### src/rcf_pkg.sv
// Shared types and constants for the chunk framer.
`default_nettype none
package rcf_pkg;

  localparam int unsigned JobBytes = 18;               // longest byte run of one item
  localparam int unsigned CntW     = $clog2(JobBytes + 1);
  localparam int unsigned IdxW     = $clog2(JobBytes);

  localparam logic [23:0] TsEscape      = 24'hffffff;
  localparam logic [16:0] CsidTwoByte   = 17'd64;
  localparam logic [16:0] CsidThreeByte = 17'd64 + 17'd255;
  localparam logic [16:0] ChunkReset    = 17'd128;
  localparam logic [16:0] ChunkMax      = 17'd65536;

  typedef enum logic {
    ACT_START   = 1'b0,
    ACT_PAYLOAD = 1'b1
  } action_e;

  typedef enum logic [1:0] {
    FMT_FULL = 2'd0,
    FMT_CONT = 2'd3
  } fmt_e;

  // One queued job: bytes go out LSB entry first.
  typedef struct packed {
    logic [JobBytes-1:0][7:0] bytes;
    logic [CntW-1:0]          cnt;
    logic                     done;
  } job_t;

  // Queue head as seen by the back end.
  typedef struct packed {
    logic valid;
    job_t job;
  } head_t;

endpackage
`default_nettype wire

### src/rcf_front.sv
// Front end: accepts items, tracks message state, builds byte jobs.
`default_nettype none
module rcf_front import rcf_pkg::*; (
  input  wire logic        clk_i,
  input  wire logic        rst_ni,
  input  wire logic        cfg_wr_en_i,
  input  wire logic [16:0] cfg_wr_data_i,
  input  wire logic        in_valid_i,
  input  wire logic        q_full_i,
  input  wire logic        action_i,
  input  wire logic [16:0] chunk_stream_id_i,
  input  wire logic [31:0] msg_timestamp_i,
  input  wire logic [31:0] ext_timestamp_i,
  input  wire logic [23:0] msg_length_i,
  input  wire logic [7:0]  msg_type_i,
  input  wire logic [31:0] msg_stream_i,
  input  wire logic [7:0]  payload_byte_i,
  output logic             push_o,
  output job_t             job_o
);

  logic [16:0] chunk_lim_q;
  logic        open_q,  open_d;
  logic [23:0] rem_q,   rem_d;
  logic [16:0] bic_q,   bic_d;
  logic [16:0] csid_q,  csid_d;
  logic        ext_q,   ext_d;
  logic [31:0] ext_ts_q, ext_ts_d;

  logic        accept;
  logic [23:0] rem_dec;
  logic [16:0] bic_inc;
  logic [16:0] eff_chunk;
  logic        use_ext;
  logic [23:0] ts24;
  logic [23:0] bas_full, bas_cont;
  logic [1:0]  blen_full, blen_cont;
  logic [31:0] ext_rev_new, ext_rev_old;
  logic [119:0] hdr_tail;
  logic [55:0]  cont_seq;
  logic         is_last, ins_hdr;

  function automatic logic [25:0] basic_hdr(input logic [1:0] fmt, input logic [16:0] csid);
    logic [15:0] rel;
    logic [25:0] r;
    rel = 16'(csid - CsidTwoByte);
    if (csid >= CsidThreeByte) begin
      r = {2'd3, rel[15:8], rel[7:0], fmt, 6'd1};
    end else if (csid >= CsidTwoByte) begin
      r = {2'd2, 8'd0, rel[7:0], fmt, 6'd0};
    end else begin
      r = {2'd1, 16'd0, fmt, csid[5:0]};
    end
    return r;
  endfunction

  assign accept = in_valid_i && !q_full_i;

  assign {blen_full, bas_full} = basic_hdr(FMT_FULL, chunk_stream_id_i);
  assign {blen_cont, bas_cont} = basic_hdr(FMT_CONT, csid_q);

  assign use_ext = msg_timestamp_i >= {8'd0, TsEscape};
  assign ts24    = use_ext ? TsEscape : msg_timestamp_i[23:0];

  assign ext_rev_new = {ext_timestamp_i[7:0], ext_timestamp_i[15:8],
                        ext_timestamp_i[23:16], ext_timestamp_i[31:24]};
  assign ext_rev_old = {ext_ts_q[7:0], ext_ts_q[15:8], ext_ts_q[23:16], ext_ts_q[31:24]};

  // Message header after the basic header, first byte in the low bits.
  assign hdr_tail = {ext_rev_new, msg_stream_i, msg_type_i,
                     msg_length_i[7:0], msg_length_i[15:8], msg_length_i[23:16],
                     ts24[7:0], ts24[15:8], ts24[23:16]};

  always_comb begin
    case (blen_cont)
      2'd1:    cont_seq = {16'd0, ext_rev_old, bas_cont[7:0]};
      2'd2:    cont_seq = {8'd0, ext_rev_old, bas_cont[15:0]};
      default: cont_seq = {ext_rev_old, bas_cont};
    endcase
  end

  // Chunk size 0 acts as 1, anything above 64 KiB as 64 KiB.
  always_comb begin
    if (chunk_lim_q == 17'd0) begin
      eff_chunk = 17'd1;
    end else if (chunk_lim_q > ChunkMax) begin
      eff_chunk = ChunkMax;
    end else begin
      eff_chunk = chunk_lim_q;
    end
  end

  assign rem_dec = rem_q - 24'd1;
  assign bic_inc = bic_q + 17'd1;
  assign is_last = rem_dec == 24'd0;
  assign ins_hdr = !is_last && (bic_inc >= eff_chunk);

  always_comb begin
    open_d   = open_q;
    rem_d    = rem_q;
    bic_d    = bic_q;
    csid_d   = csid_q;
    ext_d    = ext_q;
    ext_ts_d = ext_ts_q;
    push_o   = 1'b0;
    job_o    = '0;
    if (accept) begin
      if (action_e'(action_i) == ACT_START) begin
        push_o   = 1'b1;
        case (blen_full)
          2'd1:    job_o.bytes = {16'd0, hdr_tail, bas_full[7:0]};
          2'd2:    job_o.bytes = {8'd0, hdr_tail, bas_full[15:0]};
          default: job_o.bytes = {hdr_tail, bas_full};
        endcase
        job_o.cnt  = CntW'(blen_full) + CntW'(11) + (use_ext ? CntW'(4) : CntW'(0));
        job_o.done = msg_length_i == 24'd0;
        open_d   = msg_length_i != 24'd0;
        rem_d    = msg_length_i;
        bic_d    = '0;
        csid_d   = chunk_stream_id_i;
        ext_d    = use_ext;
        ext_ts_d = ext_timestamp_i;
      end else if (open_q) begin
        push_o      = 1'b1;
        job_o.bytes = {80'd0, cont_seq, payload_byte_i};
        job_o.cnt   = CntW'(1);
        if (ins_hdr) begin
          job_o.cnt = CntW'(1) + CntW'(blen_cont) + (ext_q ? CntW'(4) : CntW'(0));
        end
        job_o.done  = is_last;
        rem_d       = rem_dec;
        bic_d       = (is_last || ins_hdr) ? 17'd0 : bic_inc;
        open_d      = !is_last;
      end
    end
  end

  always_ff @(posedge clk_i or negedge rst_ni) begin
    if (!rst_ni) begin
      chunk_lim_q <= ChunkReset;
      open_q      <= 1'b0;
      rem_q       <= '0;
      bic_q       <= '0;
      csid_q      <= '0;
      ext_q       <= 1'b0;
      ext_ts_q    <= '0;
    end else begin
      if (cfg_wr_en_i) begin
        chunk_lim_q <= cfg_wr_data_i;
      end
      open_q   <= open_d;
      rem_q    <= rem_d;
      bic_q    <= bic_d;
      csid_q   <= csid_d;
      ext_q    <= ext_d;
      ext_ts_q <= ext_ts_d;
    end
  end

endmodule
`default_nettype wire

### src/rcf_queue.sv
// Small job FIFO between front and back end.
`default_nettype none
module rcf_queue import rcf_pkg::*; #(
  parameter int unsigned Depth = 2
) (
  input  wire logic clk_i,
  input  wire logic rst_ni,
  input  wire logic push_i,
  input  wire job_t job_i,
  input  wire logic pop_i,
  output logic      full_o,
  output head_t     head_o
);

  localparam int unsigned PtrW = (Depth > 1) ? $clog2(Depth) : 1;
  localparam int unsigned NumW = $clog2(Depth + 1);

  job_t            mem_q [Depth];
  logic [PtrW-1:0] wr_q, wr_d;
  logic [PtrW-1:0] rd_q, rd_d;
  logic [NumW-1:0] num_q, num_d;
  logic            do_push, do_pop;

  assign full_o       = num_q == NumW'(Depth);
  assign head_o.valid = num_q != '0;
  assign head_o.job   = mem_q[rd_q];

  assign do_push = push_i && !full_o;
  assign do_pop  = pop_i && head_o.valid;

  always_comb begin
    wr_d  = wr_q;
    rd_d  = rd_q;
    num_d = num_q;
    if (do_push) begin
      wr_d = (wr_q == PtrW'(Depth - 1)) ? '0 : wr_q + PtrW'(1);
    end
    if (do_pop) begin
      rd_d = (rd_q == PtrW'(Depth - 1)) ? '0 : rd_q + PtrW'(1);
    end
    if (do_push && !do_pop) begin
      num_d = num_q + NumW'(1);
    end else if (do_pop && !do_push) begin
      num_d = num_q - NumW'(1);
    end
  end

  always_ff @(posedge clk_i) begin
    if (do_push) begin
      mem_q[wr_q] <= job_i;
    end
  end

  always_ff @(posedge clk_i or negedge rst_ni) begin
    if (!rst_ni) begin
      wr_q  <= '0;
      rd_q  <= '0;
      num_q <= '0;
    end else begin
      wr_q  <= wr_d;
      rd_q  <= rd_d;
      num_q <= num_d;
    end
  end

endmodule
`default_nettype wire

### src/rcf_back.sv
// Back end: walks the head job into the output register, one byte per cycle unless out_stall_i holds it.
`default_nettype none
module rcf_back import rcf_pkg::*; (
  input  wire logic       clk_i,
  input  wire logic       rst_ni,
  input  wire head_t      head_i,
  output logic            pop_o,
  output logic            out_valid_o,
  input  wire logic       out_stall_i,
  output logic [7:0]      out_byte_o,
  output logic            run_last_o,
  output logic            message_done_o
);

  logic [IdxW-1:0] idx_q, idx_d;
  logic            vld_q, vld_d;
  logic [7:0]      byte_q, byte_d;
  logic            last_q, last_d;
  logic            done_q, done_d;
  logic            load, at_end;

  assign load   = !vld_q || !out_stall_i;
  assign at_end = CntW'(idx_q) == head_i.job.cnt - CntW'(1);
  assign pop_o  = load && head_i.valid && at_end;

  always_comb begin
    idx_d  = idx_q;
    vld_d  = vld_q;
    byte_d = byte_q;
    last_d = last_q;
    done_d = done_q;
    if (load) begin
      vld_d  = head_i.valid;
      byte_d = head_i.job.bytes[idx_q];
      last_d = at_end;
      done_d = at_end && head_i.job.done;
      if (head_i.valid) begin
        idx_d = at_end ? '0 : idx_q + IdxW'(1);
      end
    end
  end

  always_ff @(posedge clk_i or negedge rst_ni) begin
    if (!rst_ni) begin
      idx_q <= '0;
      vld_q <= 1'b0;
    end else begin
      idx_q <= idx_d;
      vld_q <= vld_d;
    end
  end

  always_ff @(posedge clk_i) begin
    byte_q <= byte_d;
    last_q <= last_d;
    done_q <= done_d;
  end

  assign out_valid_o    = vld_q;
  assign out_byte_o     = byte_q;
  assign run_last_o     = last_q;
  assign message_done_o = done_q;

endmodule
`default_nettype wire

### src/rtmp_chunk_framer_core.sv
// Top level of the chunk framer: front end, job queue, back end.
//
// Input channel (in_valid_i / in_stall_o): one transaction is either a
// message start (action 0, header fields) or one payload byte (action 1).
// Output channel (out_valid_o / out_stall_i): one transaction per byte of
// the chunked stream; run_last_o marks the last byte caused by an input
// transaction, message_done_o the final byte of a message.
// The first output byte passes through the job queue and then the output register.
// One byte per cycle out while out_stall_i is low (the back end's byte walk).
// A payload byte yields 1 byte, plus 1-3 basic header bytes and 0 or 4
// extended timestamp bytes at a chunk boundary; a start yields 12 to 18 bytes.
// The front end runs ahead of the back end by up to QueueDepth jobs, so
// plain payload streams at one byte per cycle while out_stall_i is low.
// Payload with no open message is taken and dropped. The user must write the
// chunk length limit through cfg_wr_en_i / cfg_wr_data_i only while idle; the
// block does not enforce it. Reset: no open message, empty queue, chunk
// length limit = 128. When out_stall_i is high the output register holds;
// the queue then fills and in_stall_o rises.
`default_nettype none
module rtmp_chunk_framer_core import rcf_pkg::*; #(
  parameter int unsigned QueueDepth = 2
) (
  input  wire logic        clk_i,
  input  wire logic        rst_ni,
  input  wire logic        cfg_wr_en_i,
  input  wire logic [16:0] cfg_wr_data_i,
  input  wire logic        in_valid_i,
  output logic             in_stall_o,
  input  wire logic        action_i,
  input  wire logic [16:0] chunk_stream_id_i,
  input  wire logic [31:0] msg_timestamp_i,
  input  wire logic [31:0] ext_timestamp_i,
  input  wire logic [23:0] msg_length_i,
  input  wire logic [7:0]  msg_type_i,
  input  wire logic [31:0] msg_stream_i,
  input  wire logic [7:0]  payload_byte_i,
  output logic             out_valid_o,
  input  wire logic        out_stall_i,
  output logic [7:0]       out_byte_o,
  output logic             run_last_o,
  output logic             message_done_o
);

  logic  push, pop, q_full;
  job_t  job;
  head_t head;

  // Stall only on a full queue; dropped payload is still taken.
  assign in_stall_o = q_full;

  rcf_front u_front (
    .clk_i             (clk_i),
    .rst_ni            (rst_ni),
    .cfg_wr_en_i       (cfg_wr_en_i),
    .cfg_wr_data_i     (cfg_wr_data_i),
    .in_valid_i        (in_valid_i),
    .q_full_i          (q_full),
    .action_i          (action_i),
    .chunk_stream_id_i (chunk_stream_id_i),
    .msg_timestamp_i   (msg_timestamp_i),
    .ext_timestamp_i   (ext_timestamp_i),
    .msg_length_i      (msg_length_i),
    .msg_type_i        (msg_type_i),
    .msg_stream_i      (msg_stream_i),
    .payload_byte_i    (payload_byte_i),
    .push_o            (push),
    .job_o             (job)
  );

  rcf_queue #(
    .Depth (QueueDepth)
  ) u_queue (
    .clk_i  (clk_i),
    .rst_ni (rst_ni),
    .push_i (push),
    .job_i  (job),
    .pop_i  (pop),
    .full_o (q_full),
    .head_o (head)
  );

  rcf_back u_back (
    .clk_i          (clk_i),
    .rst_ni         (rst_ni),
    .head_i         (head),
    .pop_o          (pop),
    .out_valid_o    (out_valid_o),
    .out_stall_i    (out_stall_i),
    .out_byte_o     (out_byte_o),
    .run_last_o     (run_last_o),
    .message_done_o (message_done_o)
  );

endmodule
`default_nettype wire
### config.mk
export PLATFORM = sky130hd
export DESIGN_NAME = rtmp_chunk_framer_core
export DESIGN_NICKNAME = d
export VERILOG_FILES = /design/src/rcf_pkg.sv /design/src/rcf_front.sv /design/src/rcf_queue.sv /design/src/rcf_back.sv /design/src/rtmp_chunk_framer_core.sv
export SDC_FILE = /design/constraint.sdc
export NUM_CORES = 1
export LEC_CHECK = 0
export ABC_AREA = 0
export ABC_CLOCK_PERIOD_IN_PS = 17200
export BUFFER_PORTS_ARGS = -buffer_cell sky130_fd_sc_hd__clkbuf_2
export CAP_MARGIN = 40
export CELL_PAD_IN_SITES_DETAIL_PLACEMENT = 0
export CELL_PAD_IN_SITES_GLOBAL_PLACEMENT = 1
export CORE_UTILIZATION = 40
export DETAILED_ROUTE_END_ITERATION = 10
export HOLD_SLACK_MARGIN = 0.15
export PLACE_DENSITY_LB_ADDON = 0.2
export SLEW_MARGIN = 20
export SYNTH_ARGS = -nofsm -noshare
export SYNTH_HDL_FRONTEND = slang
export SYNTH_HIERARCHICAL = 1
export SYNTH_SLANG_ARGS = --single-unit
### constraint.sdc
create_clock -name clk_i -period 17.2 [get_ports clk_i]
set_clock_uncertainty 0.2 [all_clocks]
set_input_delay 3.44 -clock clk_i [delete_from_list [all_inputs] [get_ports clk_i]]
set_output_delay 3.44 -clock clk_i [all_outputs]
set_load 0.005 [all_outputs]
==> reports/metrics.cfg <==
[routing]
ant_nets=0
via_per_inst=6.10
drt_first_pass_iters=5
drt_iter0_drc=1946
drc=0
drt-wirelength-per-cell_um=26.8
dr_total_vias=18000
routed_wl_um=78900

[status]
outcome=complete, no violations

[pwr]
power.switching_uw=1420
combPwrFrac_pct=33.3
power_density_mw_per_mm2=152
vdd_drop_max_v=0.0000866
p_leak_uw=0.0103
switching_share_pct=35.1
internal_power_uw=2620
p_clk_share_pct=26.1
seqPwrFrac_pct=40.6
power_uw=4040

[cts]
post-cts-setup-buffers=0
clock_path_buffers=3
clk_latency_ns=0.60
postCtsHoldBufs=0
cts.clk_slew.worst_paths_ns=0.06
root_buffer=clkbuf_16
cts_resized=0
cts_sinks=429
cts_buffers=50
tritoncts=yes
cts.htree.levels=2

[sta]
rsz0062_at_grt=false
worst_slew_pin_slew_ns=0.881
setup_violations=0
slew_headroom_pct=41.3
final-max-slew-violation-count=0
timing.final.ws_setup_ns=10.75
finalSetupTns_ns=0
hold_viol=0
finalCritPeriodShare_pct=37.5
holdWs_ns=0.295
max_freq_mhz=155
finalCriticalPeriod_ns=6.45

[floorplanning]
num_rows=87
die-area_mm2=0.0589
start_util_pct=40.8
io-pin-count=188
core_area_mm2=0.0568
die_h_um=243
die_x_um=243

[grt]
grt_pass1_vias=17400
grt_antenna_before_repair=2
globalRouteOverflowTotal=0
grt_pass1_wl_um=116000
grtUsageTotal_pct=26.3
grt_max_degree=78

[worst_hold_path]
whs_endpoint=u_queue/num_q[1]$_DFFE_PN0P_
hp-class=flip-flop to flip-flop
hold_path_depth=1
holdCritStartpoint=u_queue/num_q[1]$_DFFE_PN0P_

[critical_path]
crit_arrival_ns=6.69
rrSetupSlack_ns=12.97
critPathKind=input port to flip-flop
start_kind=input port
end_kind=flip-flop
r2r-end=u_front/bic_q[15]$_DFFE_PN0P_
r2r_cells=16
crit_fanout=69
required_ns=17.44
reg2reg_from=u_front/bic_q[0]$_DFFE_PN0P_

[job]
max_cap_viol_count=0

[cells_and_area]
multi_input_area_mm2=0.0101
n_antenna_cell=0
num-nets-final=2356
regArea_mm2=0.0123
fillCellCount=5277
area_growth_pct=14.6
drive_gt1_share_pct=24.3
final_cell_mix=edfxtp_1 (310), nand2_1 (238), nor2_1 (188)
final_common_cell=edfxtp_1

[yosys]
syn_area_mm2=0.0232
syn_nets=2223
synth_cell_type_count=79
synth-async-reset-ratio_pct=27.7
yosys_warnings=6
synth-edff-count=310
synth.yosys.seq_area_share_pct=53.0
synth-main-ff-cell=edfxtp_1
syn_inst=2017
avgSynthCellArea_um2=11.5
ys_ff_latch=429

[placed_design]
dp_slack_ns=10.25
place_congestion=0.888
dp_hpwl_um=54500
numPortBuffers=187

[layer usage]
| layer | up-vias | global-route usage (%) | share of wire, % |
|---|---|---|---|
| met2 | 855 | 40.4 | 45 |
| met4 | 2 | 12.3 | 4.8 |
| met3 | 166 | 3.53 | 7.2 |
| li1 | 7977 | - | - |
| met5 | - | 0 | 0.016 |
| met1 | 8977 | 37.0 | 43 |
[power groups by stage]
| stage | Sequential [uW] | Combinational (uW) | Clock, uW |
|---|---|---|---|
| 3_3_place_gp | 1670 | 1260 | 0 |
| 3_5_place_dp | 1650 | 1330 | 0 |
| 2_1_floorplan | 1580 | 992 | 0 |
| 6_report | 1640 | 1350 | 1050 |
| 4_1_cts | 1630 | 1340 | 1070 |
| 5_1_grt | 1670 | 1440 | 1110 |
[stage by stage]
| stage | std cells | instance area [um^2] | utilization (%) |
|---|---|---|---|
| after global routing | 2946 | 26600 | 46.8 |
| after global placement | 2839 | 24600 | 43.3 |
| after detailed placement | 2852 | 24900 | 43.8 |
| final | 2946 | 26600 | 46.8 |
| after floorplan | 2017 | 23200 | - |
| after CTS | 2944 | 26500 | 46.7 |
[worst max path at each step]
stage	startpoint	to	slack (ns)	depth (start not counted)
final	chunk_stream_id_i[10]	u_queue/mem_q[0][24]$_DFFE_PP_	10.75	9
after global placement	action_i	u_queue/mem_q[1][18]$_DFFE_PP_	9.46	7
after floorplan	in_valid_i	u_queue/mem_q[0][0]$_DFFE_PP_	5.86	6
after detailed placement	chunk_stream_id_i[10]	u_queue/mem_q[0][24]$_DFFE_PP_	10.25	9
after global routing	chunk_stream_id_i[10]	u_queue/mem_q[0][28]$_DFFE_PP_	10.60	8
after CTS	chunk_stream_id_i[10]	u_queue/mem_q[0][28]$_DFFE_PP_	10.90	8
[Yosys cell counts, types with 21 or more instances]
master	number	area share (%)
a21oi_1	78	1.7
a22oi_1	33	1.1
and3_1	24	0.65
clkbuf_1	104	1.7
dfrtp_1	118	13
edfxtp_1	310	40
ha_1	30	1.6
inv_1	21	0.34
mux2_2	89	4.3
mux2_4	90	5.8
mux4_1	21	2.4
nand2_1	239	3.9
nand3_1	38	0.82
nand4_1	27	0.73
nor2_1	190	3.1
nor3_1	94	2.0
nor4_1	23	0.62
o21ai_0	74	1.6
o22ai_1	124	3.3
xor2_1	22	0.83
[flip-flops by register name, summed over array words and instances (netlist names), 5 cells and up]
signal	flops
u_back/idx_q	5
u_front/rem_q	24
u_front/ext_ts_q	32
u_front/bic_q	17
u_front/chunk_lim_q	17
u_front/csid_q	17
u_queue/mem_q	300
u_back/out_byte_o	8
[critical path: stages]
cell and delay, ns:
clkbuf_2 0.12, nor3_1 0.58, nand4_1 0.37, nand3_4 0.57
buf_4 0.76, o22ai_1 0.16, a221oi_1 0.37, a21oi_1 0.08
nor2_1 0.14
[area by class of cell]
cell class,instances,area share [%]
Tap cell,756,3.56
Clock buffer,58,4.90
Timing Repair Buffer,229,5.58
Clock inverter,34,1.16
Sequential cell,429,46.3
Multi-Input combinational cell,1417,38.2
Inverter,23,0.325
[cells by family (layout without fill, tap and decap cells)]
kind of cell | Yosys count | after routing | synth area share, %
compound gates | 435 | 435 | 12.5
xor+xnor | 40 | 40 | 1.54
fa+ha+maj | 30 | 30 | 1.62
buf+inv | 171 | 344 | 3.53
flops | 429 | 429 | 53.0
mux | 226 | 226 | 14.3
simple gates | 686 | 686 | 13.6
Note: power is estimated with default switching activity, not from simulation.
